### src/hw/rtl/sgpg_pkg.sv
// Package for the groove spiral point generator.
// Holds shared constants, codes, the CORDIC arctangent table, a 24-bit saturation helper and the sequencer states.
package sgpg_pkg;

    localparam int PATH_SPLIT_DEF    = 1000;
    localparam int CORDIC_STAGES_DEF = 24;

    localparam logic [3:0] REG_CENTER  = 4'd0;
    localparam logic [3:0] REG_START   = 4'd1;
    localparam logic [3:0] REG_INNER   = 4'd2;
    localparam logic [3:0] REG_AMP     = 4'd3;
    localparam logic [3:0] REG_ASTEP   = 4'd4;
    localparam logic [3:0] REG_RSTEP   = 4'd5;
    localparam logic [3:0] REG_MINDIST = 4'd6;
    localparam logic [3:0] REG_TOOL    = 4'd7;

    localparam logic [1:0] KIND_POINT = 2'd0;
    localparam logic [1:0] KIND_START = 2'd1;
    localparam logic [1:0] KIND_CLIP  = 2'd2;

    localparam logic FUNC_START = 1'b0;

    localparam logic signed [31:0] INV_GAIN = 32'sd652032874;

    typedef enum logic [3:0] {
        ST_IDLE,
        ST_AMP,
        ST_SCALE,
        ST_FOLD,
        ST_ROT,
        ST_ROUND,
        ST_DIST_X,
        ST_DIST_Y,
        ST_DECIDE,
        ST_OUT1,
        ST_OUT2
    } t_state;

    function automatic logic signed [33:0] atan_turn(input logic [4:0] s);
        logic signed [33:0] v;
        case (s)
            5'd0:  v = 34'sd536870912;
            5'd1:  v = 34'sd316933406;
            5'd2:  v = 34'sd167458907;
            5'd3:  v = 34'sd85004756;
            5'd4:  v = 34'sd42667331;
            5'd5:  v = 34'sd21354465;
            5'd6:  v = 34'sd10679838;
            5'd7:  v = 34'sd5340245;
            5'd8:  v = 34'sd2670163;
            5'd9:  v = 34'sd1335087;
            5'd10: v = 34'sd667544;
            5'd11: v = 34'sd333772;
            5'd12: v = 34'sd166886;
            5'd13: v = 34'sd83443;
            5'd14: v = 34'sd41722;
            5'd15: v = 34'sd20861;
            5'd16: v = 34'sd10430;
            5'd17: v = 34'sd5215;
            5'd18: v = 34'sd2608;
            5'd19: v = 34'sd1304;
            5'd20: v = 34'sd652;
            5'd21: v = 34'sd326;
            5'd22: v = 34'sd163;
            5'd23: v = 34'sd81;
            5'd24: v = 34'sd41;
            5'd25: v = 34'sd20;
            5'd26: v = 34'sd10;
            5'd27: v = 34'sd5;
            5'd28: v = 34'sd3;
            5'd29: v = 34'sd1;
            5'd30: v = 34'sd1;
            default: v = 34'sd0;
        endcase
        return v;
    endfunction

    function automatic logic [23:0] sat24(input logic signed [27:0] v);
        logic [23:0] r;
        if (v < 0) begin
            r = 24'd0;
        end else if (v > 28'sd16777215) begin
            r = 24'hFFFFFF;
        end else begin
            r = v[23:0];
        end
        return r;
    endfunction

endpackage

### src/hw/rtl/sgpg_cordic.sv
// Iterative CORDIC rotator: one micro-rotation per cycle over a shared add/shift unit.
// Depends on sgpg_pkg for the arctangent table.
module sgpg_cordic #(
    parameter int CORDIC_STAGES = sgpg_pkg::CORDIC_STAGES_DEF
) (
    input  logic                i_clk,
    input  logic                i_rst_n,
    input  logic                i_load,
    input  logic signed [47:0]  i_x,
    input  logic signed [33:0]  i_z,
    output logic                o_done,
    output logic signed [47:0]  o_x,
    output logic signed [47:0]  o_y
);
    import sgpg_pkg::*;

    localparam int CW = $clog2(CORDIC_STAGES + 1);

    logic signed [47:0] r_x, r_y, n_x, n_y;
    logic signed [33:0] r_z, n_z;
    logic [CW-1:0]      r_cnt, n_cnt;
    logic               r_busy, n_busy;
    logic [4:0]         w_s;

    assign w_s = 5'(r_cnt);

    always_comb begin
        n_x = r_x;
        n_y = r_y;
        n_z = r_z;
        n_cnt = r_cnt;
        n_busy = r_busy;
        if (i_load) begin
            n_x = i_x;
            n_y = '0;
            n_z = i_z;
            n_cnt = '0;
            n_busy = 1'b1;
        end else if (r_busy) begin
            if (r_z >= 0) begin
                n_x = r_x - (r_y >>> w_s);
                n_y = r_y + (r_x >>> w_s);
                n_z = r_z - atan_turn(w_s);
            end else begin
                n_x = r_x + (r_y >>> w_s);
                n_y = r_y - (r_x >>> w_s);
                n_z = r_z + atan_turn(w_s);
            end
            n_cnt = r_cnt + 1'b1;
            if (r_cnt == CW'(CORDIC_STAGES - 1)) begin
                n_busy = 1'b0;
            end
        end
    end

    always_ff @(posedge i_clk) begin
        if (!i_rst_n) begin
            r_busy <= 1'b0;
            r_cnt <= '0;
        end else begin
            r_busy <= n_busy;
            r_cnt <= n_cnt;
        end
        r_x <= n_x;
        r_y <= n_y;
        r_z <= n_z;
    end

    assign o_done = !r_busy && !i_load;
    assign o_x = r_x;
    assign o_y = r_y;
endmodule

### config.mk
export PLATFORM = sky130hd
export DESIGN_NAME = sgpg_cordic
export DESIGN_NICKNAME = d
export VERILOG_FILES = /design/src/hw/rtl/sgpg_pkg.sv /design/src/hw/rtl/sgpg_cordic.sv
export SDC_FILE = /design/constraint.sdc
export NUM_CORES = 1
export LEC_CHECK = 0
export BUFFER_PORTS_ARGS = -buffer_cell sky130_fd_sc_hd__buf_2
export CAP_MARGIN = 30
export CORE_UTILIZATION = 30
export DETAILED_ROUTE_END_ITERATION = 7
export PLACE_DENSITY_LB_ADDON = 0.3
export SLEW_MARGIN = 20
export SYNTH_ARGS = -nofsm -noshare
export SYNTH_HDL_FRONTEND = slang
export SYNTH_SLANG_ARGS = --single-unit
export TNS_END_PERCENT = 1
### constraint.sdc
create_clock -name i_clk -period 13 [get_ports i_clk]
set_input_delay 1.95 -clock i_clk [delete_from_list [all_inputs] [get_ports i_clk]]
set_output_delay 1.95 -clock i_clk [all_outputs]
set_load 0.02 [all_outputs]
# After elaboration in Yosys (flattened, before gate mapping)
# Memories as Yosys holds them, arrays and structs flattened. A register that Yosys moved wholly into a read port is not among the register bits.
# Cells that the tools add are included.
# word_totals
reg_bits	136
romBits	1920
n_memories	2
inputBits	85
# mem_list
name	words	width	read_ports	rd_ports_with_merged_regs	write_ports	line	text
(name not given)	32	30	1	1	0	sgpg_pkg.sv:41	case (s)
(name not given)	32	30	1	1	0	sgpg_pkg.sv:41	
# classes
n_addsub	7
n_mux	20
n_shift	2
bitwise	1
n_lt_le_gt_ge	1
reduce_logical	5
n_eq_ne	1
# ops
cell	count
$mux W34	9
$mux W48	4
$add A48 B48 Y48	2
$sshr A48 B5 Y48	2
$sub A48 B48 Y48	2
$add A34 B34 Y34	1
$ge A34 B1 Y1 const B	1
$sub A34 B34 Y34	1
$mux W5	4
$add A5 B1 Y5 const B	1
$eq A5 B5 Y1 const B	1
$mux W1	3
$logic_not A1 Y1	2
$reduce_bool A2 Y1	1
$reduce_or A2 Y1	1
$logic_and A1 B1 Y1	1
$not A1 Y1	1

# Logic depth before layout (Yosys ltp)
# Gate-level depths: netlist (run 1).
# logic_depth
depth_word	8
mapped_depth	34
mapped_depth_nobuf	24

# Least setup slack after synthesis (run 1)
# OpenSTA, ideal clock, no wires.
# synth_timing
kind	register to register
from	register r_cnt[1]
to	register r_x[47] (netlist: o_x[47]) (data pin)
stages_incl_launch_ff	32
n_path_buf	10
t_arrival_ns	6.430
setup_ns	0.260
path_slack_ns	6.310
required_time_ns	12.740
path_cell_list	dfxtp_1 -> buf_6 -> buf_6 -> buf_6 -> buf_6 -> buf_6 -> buf_4 -> buf_6 -> buf_2 -> buf_1 -> mux4_2 -> a32oi_1 -> o22ai_1 -> a211oi_1 -> ha_1 -> inv_1 -> or3_1 -> clkbuf_1 -> o21ai_0 -> xnor2_1 -> ha_1 -> a21oi_1 -> nand3_1 -> a2111oi_0 -> nor3_1 -> nor2_1 -> o221ai_1 -> a21o_1 -> o21a_1 -> a41oi_1 -> xnor2_1 -> mux2_2
# synth_via
elab_chain_len	5
# synth_rtl
element	line	text
start: declaration	sgpg_cordic.sv:21	logic [CW-1:0] r_cnt, n_cnt;
start signal: assignment	sgpg_cordic.sv:62	r_cnt <= n_cnt;
$sshr A48 B5 Y48 (*)	sgpg_cordic.sv:41, sgpg_cordic.sv:45	
$add A48 B48 Y48 or $sub A48 B48 Y48 (tied branches)	sgpg_cordic.sv:45, sgpg_cordic.sv:41	
$mux W48 (*)	sgpg_cordic.sv:40	if (r_z >= 0) begin
$mux W48 (*)	sgpg_cordic.sv:39	end else if (r_busy) begin
$mux W48 (*)	sgpg_cordic.sv:33	if (i_load) begin
via n_x[47]	sgpg_cordic.sv:19	logic signed [47:0] r_x, r_y, n_x, n_y;
end signal: assignment	sgpg_cordic.sv:64	r_x <= n_x;
end: declaration	sgpg_cordic.sv:19	
# The timed path passes the listed nets; every way through them passes the cells marked *. The select of a mux whose other input is x is not followed.
# A chain may end at the register's enable or synchronous reset.

# Worst setup path after layout (run 1)
# layout_timing
from	register r_cnt[3]
to	register r_x[45] (netlist: o_x[45]) (data pin)
# The elaborated chain is that of the path after synthesis.

==> results of run 1 <==
[stage by stage]
stage | power (W) | area [µm²] | util [%] | hold WS (ps) | cells
3_3_place_gp | 0.00686 | 24800 | 32.6 | 574 | 3894
5_1_grt | 0.00815 | 25500 | 33.5 | 637 | 3927
2_1_floorplan | 0.00531 | 23100 | - | 598 | 2821
3_5_place_dp | 0.00686 | 24800 | 32.6 | 569 | 3894
4_1_cts | 0.00747 | 25500 | 33.5 | 582 | 3926
6_report | 0.00750 | 25500 | 33.5 | 577 | 3927
[worst reg2reg max path, stage by stage (launching register included)]
cell and delay [ps]:
dfxtp_4 830, buf_4 750, mux2_2 430, mux4_2 540
mux2_2 380, a221oi_1 830, nand4_1 230, nor3_1 520
nand2_1 160, o41ai_1 420, xor2_1 140, ha_1 380
nand3_1 140, a211o_1 310, nor3_1 340, nor2_1 140
o221ai_1 450, a21o_1 250, o211ai_1 170, o21ai_0 290
xnor2_1 180, o21ai_0 90
[cell families (layout without fill, tap and decap cells)]
logic type                 after synthesis  after routing  share of synthesized area (%)
and+or+nand+nor                        865            865                           17.7
DFF                                    166            166                           17.9
AOI/OAI and AO/OA                      892            892                           25.0
buffers and inverters                  235            311                           4.38
xor gates and xnor gates               227            227                           8.60
adders and majority gates              142            142                           7.78
muxes                                  294            294                           18.6
[layout make-up]
| type | instances | share of cell area, % |
|---|---|---|
| Multi-Input combinational cell | 2420 | 70.5 |
| Sequential cell | 166 | 16.3 |
| Tap cell | 1030 | 5.06 |
| Timing Repair Buffer | 211 | 4.59 |
| Clock buffer | 17 | 1.67 |
| Inverter | 68 | 1.01 |
| Clock inverter | 15 | 0.840 |
[cell usage after synthesis (82+ instances only)]
library cell  instances
ha_1                139
mux2i_1             114
o21ai_0             236
xnor2_1             126
xor2_1              101
a21oi_1             195
clkbuf_1             91
nand2_1             328
nor2_1              194
dfxtp_1              84
edfxtp_1             82
mux4_2              101
[layer usage]
metal  up-vias  share of wire (%)
li1      10800                  -
met1     11000                 43
met2      1029                 45
met3       171                7.6
met4         6                3.6
met5         -              0.044
[where the power goes]
group,internal [W],switching [W],leakage (nW),total (W)
clock,0.000268,0.000298,0.307,0.000566
sequential,0.000822,0.000460,1.53,0.00128
combinational,0.00234,0.00331,8.47,0.00565
total,0.00343,0.00407,10.3,0.00750
[cell usage in the layout (no fill, tap or decap), drive strengths merged, types with 52 or more instances in the layout]
cell | Yosys | routed
a21o | 76 | 76
a21oi | 195 | 195
buf | 76 | 211
dfxtp | 84 | 84
edfxtp | 82 | 82
ha | 139 | 139
inv | 64 | 71
mux2 | 79 | 79
mux2i | 114 | 114
mux4 | 101 | 101
nand2 | 328 | 328
nand3 | 66 | 66
nor2 | 194 | 194
o21ai | 241 | 241
o22ai | 52 | 52
xnor2 | 126 | 126
xor2 | 101 | 101
[how the worst max path moves through the flow]
stage / endpoint / start / depth (start not counted)
final: o_x[45] / r_cnt[3] / 21
after global routing: o_x[45] / r_cnt[1] / 22
after CTS: o_y[47] / r_cnt[1] / 22
after detailed placement: o_y[47] / r_cnt[1] / 22
after global placement: o_y[47] / r_cnt[1] / 22
after floorplan: o_x[47] / r_cnt[1] / 31
==> flow_metrics.env, run 1 <==
export IMPL_async_reset_ff_share_pct=0
export IMPL_die_y_um=280
export IMPL_path_cells="buf_4, mux2_2, mux4_2, mux2_2, a221oi_1, nand4_1, nor3_1, nand2_1, o41ai_1, xor2_1, ha_1, nand3_1, a211o_1, nor3_1, nor2_1, o221ai_1, a21o_1, o211ai_1, o21ai_0, xnor2_1, o21ai_0"
export IMPL_final_nets=3111
export IMPL_cts_buffers_inserted=17
export IMPL_routed_wl_mm=89.2
export IMPL_reg2reg_to="o_x[45]"
export IMPL_cts_hold_buf=0
export IMPL_grt_use_met3_pct=4.22
export IMPL_num_fill_cells=8216
export IMPL_synthCells=2821
export IMPL_cts_max_level=4
export IMPL_crit_required_ps=13250
export IMPL_busiest_layer="met2"
export IMPL_crit_buf_inv=1
export IMPL_fp_dieArea_um2=78200
export IMPL_cp_top_family="compound AO/OA/AOI/OAI gates"
export IMPL_worst_pin_slew_ps=1040
export IMPL_final_setup_tns_ps=0
export IMPL_hold_path_end="o_y[0]"
export IMPL_synth_edff_count=82
export IMPL_grt_usage_pct=22.3
export IMPL_die_w_um=280
export IMPL_min_from="o_y[0]"
export IMPL_syn_area_um2=23100
export IMPL_antenna_found_initial=4
export IMPL_setup_viol_count_final=0
export IMPL_io_pins=182
export IMPL_dpl_worst_slack_ps=4880
export IMPL_synth_area_leaders="edfxtp_1 (11%), mux4_2 (9.8%), ha_1 (7.5%), dfxtp_1 (7.3%), nand2_1 (5.3%)"
export IMPL_status="complete, no violations"
export IMPL_drive_gt1_share_pct=16.4
export IMPL_clock_sinks=166
export IMPL_vdd_drop_max_mv=0.109
export IMPL_core_area_um2=76100
export IMPL_synthToLayoutAreaGrowth_pct=10.2
export IMPL_root_buffer="clkbuf_16"
export IMPL_use_met1_pct=29.8
export IMPL_synthDistinctLibCells=91
export IMPL_synth_seq_area_share_pct=17.9
export IMPL_grt_pass1_vias=21200
export IMPL_ys_flop_type="dfxtp_1"
export IMPL_synth_area_per_cell_um2=8.20
export IMPL_setup_ws_ps=4770
export IMPL_rows=101
export IMPL_yosys_area_top_type="edfxtp_1"
export IMPL_ctsResizeCount=0
export IMPL_synth_top_cell_area_share_pct=10.6
export IMPL_dr_pass1_iters=6
export IMPL_antenna_cells_inserted=0
export IMPL_crit_arrival_ps=8480
export IMPL_worstReg2RegStart="r_cnt[3]"
export IMPL_io_buffers=181
export IMPL_slew_violations=0
export IMPL_worstSkewPairLatency_ps=520
export IMPL_area_sequential_um2=4160
export IMPL_rsz0062_at_grt="false"
export IMPL_cts_setup_buffers=0
export IMPL_crit_path_start_kind="flop"
export IMPL_ys_warn_count=0
export IMPL_powerDensity_nw_per_um2=294
export IMPL_crit_slowest_cell="dfxtp_4"
export IMPL_start_util_pct=30.4
export IMPL_hold_class="flop to flop"
export IMPL_met2_usage_pct=35.4
export IMPL_critical_path_class="flop to flop"
export IMPL_yosys_register_bits=166
export IMPL_slew_limit_headroom_pct=31.0
export IMPL_critPathMaxStageDelay_ps=830
export IMPL_syn_nets=3048
export IMPL_max_freq_mhz=121
export IMPL_viasPerCell=5.86
export IMPL_overflow=0
export IMPL_drc_errors=0
export IMPL_p_leak_nw=10.3
export IMPL_tritoncts="done"
export IMPL_finalCriticalPeriod_ps=8230
export IMPL_fin_worst_skew_ps=22.9
export IMPL_worstRegToRegCells=21
export IMPL_hold_depth=2
export IMPL_clk_pin_slew_worst_paths_ps=90
export IMPL_ant_nets=0
export IMPL_drv_cap=0
export IMPL_clockBufferDepth=2
export IMPL_reg2reg_slack_ps=4770
export IMPL_post_dp_hpwl_mm=68.2
export IMPL_grt_pass1_wl_mm=134
export IMPL_wl_per_cell_um=22.7
export IMPL_period_share_pct=63.3
export IMPL_cp_max_fo=59
export IMPL_first_iter_violations=2607
export IMPL_grt_max_degree=130
export IMPL_place_congestion=0.988
export IMPL_multi_input_comb_area_um2=18000
export IMPL_num_vias=23000
export IMPL_crit_path_end_kind="flop"
export IMPL_hold_viol=0
Power figures use the tool's default switching activity.
==> run 2, diff against run 1 <==
- clock period: 13 -> 7.7 ns (I/O delays scaled with it)
==> run 2 against run 1 <==
Compared with the run above:
- critical path depth increased by 1
- global-route usage increased by 0.47 points
- routed wire length increased by 2.2%
- clock-buffer cell count unchanged
- register-to-register slack got worse by 4400 ps
- sequential power increased by 62%
- clock power increased by 71%
- clock skew increased by 4.3 ps
- sequential cell count unchanged
- fmax increased by 12%
- core utilization increased by 0.59 points
- critical path type unchanged
- critical endpoint is now o_x[47]
- largest power group unchanged
- highest routed layer unchanged
==> flow_metrics.env, run 2 (synthesis gave the netlist of run 1 again) <==
export IMPL_status="complete, no violations"
export IMPL_total_power_w=0.0129
export IMPL_fp_dieArea_um2=78200
export IMPL_grt_usage_pct=22.8
export IMPL_core_area_um2=76100
export IMPL_synthToLayoutAreaGrowth_pct=12.1
export IMPL_routed_wl_mm=91.1
export IMPL_fin_worst_skew_ps=27.2
export IMPL_num_vias=23200
export IMPL_drive_gt1_share_pct=18.0
export IMPL_worstRegToRegCells=22
export IMPL_layout_commonest_cell="nand2_1"
export IMPL_setup_ws_ps=368
export IMPL_wl_per_cell_um=22.9
export IMPL_min_from="o_y[0]"
export IMPL_power_switching_w=0.00696
export IMPL_drc_errors=0
export IMPL_hold_path_end="o_y[0]"
export IMPL_rows=101
export IMPL_max_freq_mhz=136
export IMPL_grt_pass1_vias=21600
export IMPL_slew_limit_headroom_pct=32.6
export IMPL_io_buffers=181
export IMPL_dr_pass1_iters=8
export IMPL_worstReg2RegStart="r_cnt[1]"
export IMPL_fin_hold_ws_ps=600
export IMPL_crit_required_ps=7970
export IMPL_hold_class="flop to flop"
export IMPL_rsz0062_at_grt="false"
export IMPL_post_dp_hpwl_mm=70.7
export IMPL_p_leak_nw=10.6
export IMPL_pwr_share_clk_pct=7.5
export IMPL_grt_pass1_wl_mm=137
export IMPL_finalCriticalPeriod_ps=7330
export IMPL_cts_max_level=4
export IMPL_p_seq_share_pct=16.2
export IMPL_reg2reg_slack_ps=370
export IMPL_place_congestion=1.05
export IMPL_cp_max_fo=41
export IMPL_tritoncts="done"
export IMPL_slew_violations=0
export IMPL_cts_buffers_inserted=17
export IMPL_ant_nets=0
export IMPL_dp_cells=3947
export IMPL_final_nets=3163
export IMPL_antenna_found_initial=4
export IMPL_first_iter_violations=2333
export IMPL_overflow=0
export IMPL_reg2reg_to="o_x[47]"
export IMPL_hold_depth=2
export IMPL_grt_max_degree=84
export IMPL_combPwrFrac_pct=76.3
export IMPL_final_setup_tns_ps=0
export IMPL_root_buffer="clkbuf_16"
export IMPL_period_share_pct=95.2
export IMPL_layout_common_cells="nand2_1 (328), o21ai_0 (236), a21oi_1 (195), nor2_1 (194), buf_2 (180)"
export IMPL_dpl_worst_slack_ps=263
export IMPL_swShare_pct=53.9
export IMPL_internal_power_w=0.00594
export IMPL_worst_pin_slew_ps=1010
export IMPL_clockBufferDepth=2
export IMPL_cts_setup_buffers=0
export IMPL_start_util_pct=30.4
export IMPL_powerDensity_nw_per_um2=498
export IMPL_clk_pin_slew_worst_paths_ps=90
export IMPL_worstSkewPairLatency_ps=530
export IMPL_vdd_drop_max_mv=0.205
export IMPL_io_pins=182
export IMPL_crit_arrival_ps=7600
export IMPL_crit_path_end_kind="flop"
export IMPL_critical_path_class="flop to flop"
export IMPL_drv_cap=0
export IMPL_setup_viol_count_final=0
export IMPL_num_fill_cells=8188
export IMPL_die_y_um=280
export IMPL_die_w_um=280
export IMPL_layout_cells_non_filler=3980
export IMPL_clock_sinks=166
export IMPL_viasPerCell=5.83
export IMPL_hold_viol=0
export IMPL_crit_path_start_kind="flop"
run 2: changes by cell type in the layout (fill, tap and decap cells not counted), sizes merged:
cell | before | now
buf | 211 | 263
bufinv | 0 | 1
clkinv | 12 | 13
diode | 0 | 1
inv | 71 | 69
run 2: power by group through the flow:
stage | logic, W | registers (W) | clock network, W
finish | 0.00985 | 0.00208 | 0.000969
global route | 0.0108 | 0.00213 | 0.00102
CTS | 0.00973 | 0.00208 | 0.000999
detailed placement | 0.00966 | 0.00210 | 0
global placement | 0.00967 | 0.00210 | 0
floorplan | 0.00695 | 0.00202 | 0
run 2: worst max-delay path: stages, from the launching register on:
cell      delay (ps)
dfxtp_4          690
buf_12           330
buf_4            420
mux4_2           590
mux2_2           330
mux2i_1          480
o221a_2          380
nand4_1          160
nor3_2           350
nand2_1          160
o41ai_1          430
xor2_1           130
ha_1             390
nand3_1          160
a211o_1          300
nor3_1           310
nor2_1           140
o221ai_1         320
a21o_1           220
o21a_1           190
a41oi_1          140
xnor2_1          150
mux2_2           260
run 2: metal layers:
layer,part of all wire (%),wire length [µm],up-vias,global-route usage (%)
li1,-,-,10900,-
met1,44,40000,11100,30.9
met2,45,41300,993,35.9
met3,7.6,6890,165,3.95
met4,3.3,2970,4,8.60
met5,0.020,18,-,0
run 2: stage by stage:
stage / utilization [%] / area [µm²]
after floorplan: - / 23100
after global placement: 33.2 / 25300
after detailed placement: 33.2 / 25300
after CTS: 34.1 / 25900
after global routing: 34.1 / 25900
final: 34.1 / 25900
run 2: worst max-delay path by stage:
stage               depth (start not counted)  endpoint     start  slack, ps
floorplan                                  31   o_x[47]  r_cnt[1]       1010
global placement                           23   o_x[46]  r_cnt[1]        310
detailed placement                         23   o_x[47]  r_cnt[1]        260
CTS                                        23   o_x[46]  r_cnt[1]        220
global route                               23   o_x[41]  r_cnt[1]         10
finish                                     22   o_x[47]  r_cnt[1]        370
run 2: repair_timing:
action                                  CTS  global route
endpoints found under the setup margin    0            12
hold buffers                              0             0
hold endpoints to repair                  0             0
gates resized for setup                   0             4
run 2: cell type report:
type	instances	area [µm²]	area share [%]
diodes	1	2.50	0.00965
clock buffers	17	425	1.64
clock inverters	15	223	0.859
inverters	68	256	0.989
multi-input cells	2420	18000	69.3
flip-flops and latches	166	4160	16.0
well taps	1030	1290	4.97
repair buffers	263	1590	6.13
